## src/rtl/lba_to_chs_translate_core_defines.svh

```systemverilog
// Assertion macros shared by the translator RTL.
`ifndef LBA_TO_CHS_TRANSLATE_CORE_DEFINES_SVH
`define LBA_TO_CHS_TRANSLATE_CORE_DEFINES_SVH

// Condition implies a property in the same cycle, checked out of reset.
`define LBACHS_ASSERT_IMPL(label, cond, expr) \
    label: assert property (@(posedge i_clk) disable iff (!i_rst_n) \
        (cond) |-> (expr)) else $error("translator check failed");

// Condition implies a property in the following cycle.
`define LBACHS_ASSERT_NEXT(label, cond, expr) \
    label: assert property (@(posedge i_clk) disable iff (!i_rst_n) \
        (cond) |=> (expr)) else $error("translator check failed");

`endif

```

## src/rtl/lbachs_pkg.sv

```systemverilog
// Shared constants and types for the LBA to CHS translator.
`default_nettype none
package lbachs_pkg;
    localparam int DRIVE_COUNT   = 4;
    localparam int SECTOR_BITS   = 28;
    localparam int NUM_GEOM_REGS = 4;
    localparam int CFG_IDX_W     = $clog2(NUM_GEOM_REGS);
    localparam int GEOM_W        = 32;
    localparam int DRV_W         = 2;
    localparam int CYL_OUT_W     = 28;

    // Sideband that rides along with a transaction through the dividers.
    typedef struct packed {
        logic       geom_ok;
        logic [7:0] heads;
        logic [15:0] cyls;
        logic [7:0] sec;
    } t_side;
endpackage
`default_nettype wire

```

## src/rtl/lbachs_divider.sv

```systemverilog
// Pipelined restoring divider: one quotient bit per stage, 8-bit divisor.
`default_nettype none
module lbachs_divider import lbachs_pkg::*; (
    input  logic                   i_clk,
    input  logic                   i_rst_n,
    input  logic                   i_en,
    input  logic                   i_valid,
    input  logic [SECTOR_BITS-1:0] i_dividend,
    input  logic [7:0]             i_divisor,
    input  t_side                  i_side,
    output logic                   o_valid,
    output logic [SECTOR_BITS-1:0] o_quot,
    output logic [7:0]             o_rem,
    output t_side                  o_side
);
    logic                   r_valid [SECTOR_BITS];
    logic [SECTOR_BITS-1:0] r_dq    [SECTOR_BITS];
    logic [7:0]             r_rem   [SECTOR_BITS];
    logic [7:0]             r_div   [SECTOR_BITS];
    t_side                  r_side  [SECTOR_BITS];

    for (genvar k = 0; k < SECTOR_BITS; k++) begin : g_stage
        logic                   w_valid;
        logic [SECTOR_BITS-1:0] w_dq;
        logic [7:0]             w_rem;
        logic [7:0]             w_div;
        t_side                  w_side;
        logic [8:0]             w_trial;
        logic                   w_ge;
        logic [7:0]             n_rem;
        logic [SECTOR_BITS-1:0] n_dq;

        if (k == 0) begin : g_first
            assign w_valid = i_valid;
            assign w_dq    = i_dividend;
            assign w_rem   = 8'd0;
            assign w_div   = i_divisor;
            assign w_side  = i_side;
        end else begin : g_next
            assign w_valid = r_valid[k-1];
            assign w_dq    = r_dq[k-1];
            assign w_rem   = r_rem[k-1];
            assign w_div   = r_div[k-1];
            assign w_side  = r_side[k-1];
        end

        // shift in next dividend bit, subtract if it fits
        always_comb begin
            w_trial = {w_rem, w_dq[SECTOR_BITS-1]};
            w_ge    = (w_trial >= {1'b0, w_div});
            n_rem   = w_ge ? 8'(w_trial - {1'b0, w_div}) : w_trial[7:0];
            n_dq    = {w_dq[SECTOR_BITS-2:0], w_ge};
        end

        always_ff @(posedge i_clk) begin
            if (!i_rst_n) begin
                r_valid[k] <= 1'b0;
            end else if (i_en) begin
                r_valid[k] <= w_valid;
            end
        end

        always_ff @(posedge i_clk) begin
            if (i_en) begin
                r_dq[k]   <= n_dq;
                r_rem[k]  <= n_rem;
                r_div[k]  <= w_div;
                r_side[k] <= w_side;
            end
        end
    end

    assign o_valid = r_valid[SECTOR_BITS-1];
    assign o_quot  = r_dq[SECTOR_BITS-1];
    assign o_rem   = r_rem[SECTOR_BITS-1];
    assign o_side  = r_side[SECTOR_BITS-1];
endmodule
`default_nettype wire

```

## config.mk

```make
export PLATFORM = sky130hd
export DESIGN_NAME = lbachs_divider
export DESIGN_NICKNAME = d
export VERILOG_FILES = /design/src/rtl/lba_to_chs_translate_core_defines.svh /design/src/rtl/lbachs_pkg.sv /design/src/rtl/lbachs_divider.sv
export SDC_FILE = /design/constraint.sdc
export NUM_CORES = 2
export LEC_CHECK = 0
export BUFFER_PORTS_ARGS = -buffer_cell sky130_fd_sc_hd__buf_2
export CAP_MARGIN = 25
export CORE_UTILIZATION = 34
export CTS_CLUSTER_SIZE = 10
export DETAILED_ROUTE_END_ITERATION = 10
export GPL_TIMING_DRIVEN = 0
export PLACE_DENSITY = 0.51
export REMOVE_ABC_BUFFERS = 1
export SETUP_SLACK_MARGIN = 0.2
export SLEW_MARGIN = 20
export SYNTH_ARGS = -nofsm -noshare
export SYNTH_HDL_FRONTEND = slang
export SYNTH_SLANG_ARGS = --single-unit
```

## constraint.sdc

```tcl
create_clock -name i_clk -period 2.2 [get_ports i_clk]
set_clock_uncertainty 0.2 [all_clocks]
set_input_delay 0.33 -clock i_clk [delete_from_list [all_inputs] [get_ports i_clk]]
set_output_delay 0.33 -clock i_clk [all_outputs]
set_load 0.03 [all_outputs]
```

==> tab_implementation.tex <==
\begin{tabular}{lr}
\hline
Metric & Value \\
\hline
\multicolumn{2}{l}{\textbf{Drt}} \\
1st-iter DRT viols & 1894 \\
Final wirelength & 122 mm \\
Via density per instance & 4.49 \\
Vias post-DR & 36361 \\
Routed length per instance & 15.1 um \\
Iteration count of the initial detailed-routing pass & 5 \\
DRC violation count after routing & 0 \\
Number of nets with antenna violations after routing & 0 \\
\multicolumn{2}{l}{\textbf{Logic synthesis}} \\
Yosys reg bits & 2176 \\
Ys Warns & 0 \\
Post-Synthesis Cells & 4017 \\
Flip-flop cell with the highest count after synthesis & edfxtp\_1 \\
Syn\_area\_per\_cell & 19.4 um\^{}2 \\
Count of unique library cells instantiated by Yosys & 57 \\
Proportion of register bits with asynchronous set or reset after synthesis & 0\% \\
Seq/Total Area, Yosys & 83.7\% \\
Area of the mapped netlist & 0.0781 mm\^{}2 \\
Count of flip-flops with a built-in enable after synthesis & 2175 \\
\multicolumn{2}{l}{\textbf{Final layout}} \\
Most frequent cells in the layout & edfxtp\_1, buf\_4, clkbuf\_16, inv\_1, ha\_4 \\
Most common cell after layout, fill and taps aside & edfxtp\_1 \\
Area taken by flip-flops and latches & 0.0653 mm\^{}2 \\
Number of filler cells placed in the layout & 19490 \\
Area taken by multi-input logic gates & 0.0161 mm\^{}2 \\
Final design area excluding fillers & 0.101 mm\^{}2 \\
Total Nets Final & 5311 \\
Fraction of final layout cells with drive strength greater than 1 & 33.5\% \\
Synth-to-Final Area Change & 28.8\% \\
Final Instance Count excl. Fillers & 8092 \\
\multicolumn{2}{l}{\textbf{Global routing}} \\
Global route overflow & 0 \\
Global-route wire length before repair & 194 mm \\
Vias in the first global route & 37481 \\
Antenna violations before repair & 4 \\
Maximum number of pins on one net before global-route repair & 145 \\
Overall track demand over capacity in global routing & 10.3\% \\
\multicolumn{2}{l}{\textbf{Pwr}} \\
Power Dens Cells & 1210 mW/mm\^{}2 \\
Worst IR drop on VDD & 0.000830 V \\
Total power after layout & 122 mW \\
Reported leakage power & 35.9 nW \\
\multicolumn{2}{l}{\textbf{STA}} \\
Max-slew violations & 0 \\
Setup repair after global routing missed its margin & true \\
Final Critical Period & 2330 ps \\
Slew headroom & 48.3\% \\
Tightest Pin Transition & 776 ps \\
Max frequency & 430 MHz \\
Final hold violations & 0 \\
Post-route clock period utilization & 106\% \\
Final setup viols & 81 \\
Fin worst setup slack & -127 ps \\
\multicolumn{2}{l}{\textbf{Die}} \\
Initial cell density of the core & 34.3\% \\
Core footprint & 0.228 mm\^{}2 \\
Floorplan row count & 175 \\
Die X-Extent & 481 um \\
I/O pins & 143 \\
Die span in y & 481 um \\
Die area & 0.232 mm\^{}2 \\
\multicolumn{2}{l}{\textbf{CTS}} \\
CTS sink count & 2176 \\
TritonCTS clock tree & done \\
Number of levels the H-tree was split into & 5 \\
Master cell of the clock root buffer & clkbuf\_16 \\
Worst-Skew Late Latency & 930 ps \\
Clock Pin Slew Worst Setup and Hold Paths & 60 ps \\
Clock buffer depth & 4 \\
Total clock buffers created by CTS & 277 \\
\multicolumn{2}{l}{\textbf{Placed design}} \\
Routability-driven placement congestion ratio & 0.818 \\
Placed insts & 7157 \\
Number of port buffers & 142 \\
Placed instance area & 0.0829 mm\^{}2 \\
Sum of net half-perimeters after detailed placement & 57.5 mm \\
\multicolumn{2}{l}{\textbf{Outcome}} \\
Status & finished with violations \\
Violated checks & negative setup slack \\
\multicolumn{2}{l}{\textbf{Flow run}} \\
Max-cap check violation count & 0 \\
\multicolumn{2}{l}{\textbf{Critical path}} \\
Nature of the critical path startpoint & flip-flop \\
Arrival time of data at the critical path endpoint & 2740 ps \\
Worst Path Required & 2610 ps \\
Class of the most critical setup path & flip-flop to flip-flop \\
Largest driver fanout on the critical path & 3 \\
Critical path endpoint category & flip-flop \\
\multicolumn{2}{l}{\textbf{Min path}} \\
Hold crit path type & input port to flip-flop \\
\hline
\end{tabular}
## metrics by stage
stage | setup WS [ps] | TNS [ps] | utilization [%] | hold WS [ps]
finish | -127 | -3230 | 44.2 | 56.5
global route | -215 | -10300 | 44.2 | 23.9
CTS | -143 | -11850 | 43.3 | 2.13
detailed placement | -2800 | -1853650 | 36.4 | 205
global placement | -37190 | - | 36.2 | 200
floorplan | -266 | -23260 | - | 200
## logic make-up after synthesis
| group | Yosys count | synth area share, % |
|---|---|---|
| mux | 78 | 1.10 |
| flops | 2176 | 83.7 |
| xor+xnor | 83 | 0.931 |
| compound gates | 608 | 5.15 |
| buf+inv | 321 | 1.61 |
| simple gates | 506 | 3.34 |
| fa+ha+maj | 245 | 4.19 |
## worst paths after layout
check                                       startpoint                       end  slack, ps  cells past startpoint
worst max-delay path            r_div[0][72]$_DFFE_PP_    r_rem[0][86]$_DFFE_PP_       -130                      7
worst min-delay path                              i_en  r_side[0][431]$_DFFE_PP_         60                      4
worst max register to register  r_div[0][72]$_DFFE_PP_    r_rem[0][86]$_DFFE_PP_       -130                      7
worst min register to register  r_dq[0][283]$_DFFE_PP_    r_dq[0][312]$_DFFE_PP_        160                      0
## routing by layer
| layer | up-vias | share of wire [%] | global-route usage (%) |
|---|---|---|---|
| li1 | 17420 | - | - |
| met1 | 17908 | 45 | 13.0 |
| met2 | 651 | 47 | 16.5 |
| met3 | 382 | 4.0 | 2.47 |
| met4 | 0 | 4.2 | 5.12 |
| met5 | - | 0 | 0 |
## what timing repair did
item                                   4_1_cts  5_1_grt
pin swaps                                  264      151
resized for setup                          917      232
buffers inserted                           249      134
setup endpoints to repair                 1373      540
hold buffers                               148        0
endpoints found under the hold margin      396        0
gates cloned                                33        2
## synth_stat cells (all sizes together), types with 35 or more instances
| cell type | count | area, um^2 |
|---|---|---|
| o31ai | 35 | 277 |
| ha | 218 | 2730 |
| edfxtp | 2175 | 65300 |
| nand2b | 44 | 275 |
| o21ai | 219 | 1100 |
| xnor2 | 39 | 342 |
| a21oi | 147 | 785 |
| mux2 | 50 | 582 |
| nand2 | 174 | 653 |
| nor2 | 56 | 210 |
| o21a | 49 | 368 |
| inv | 292 | 1100 |
| nor2b | 36 | 225 |
| and2 | 36 | 225 |
| xor2 | 44 | 385 |
## cell type report
cell class              count  area share [%]
repair buffers            726            6.71
multi-input cells        1520            16.0
clock inverters            33           0.218
diodes                      4         0.00995
well taps                3009            3.74
inverters                 292            1.09
flip-flops and latches   2176            65.0
clock buffers             332            7.28
## flip-flops by register name, indices dropped and copies added, names as in the netlist
| signal | count |
|---|---|
| r_div | 216 |
| r_dq | 784 |
| r_side | 924 |
| r_rem | 224 |
| r_valid | 28 |
## report_power, final
group / internal (mW) / switching, mW
combinational: 15.6 / 14.3
clock: 23.2 / 15.4
sequential: 51.5 / 2.15
## worst max-delay path, stage by stage (launching register included)
cell      delay, ps
edfxtp_1        450
ha_4            200
fa_2            360
nor2b_2         140
o31a_1          190
or4_1           130
nand3_1          70
mux2_2          260
(Power assumes the default switching activity.)
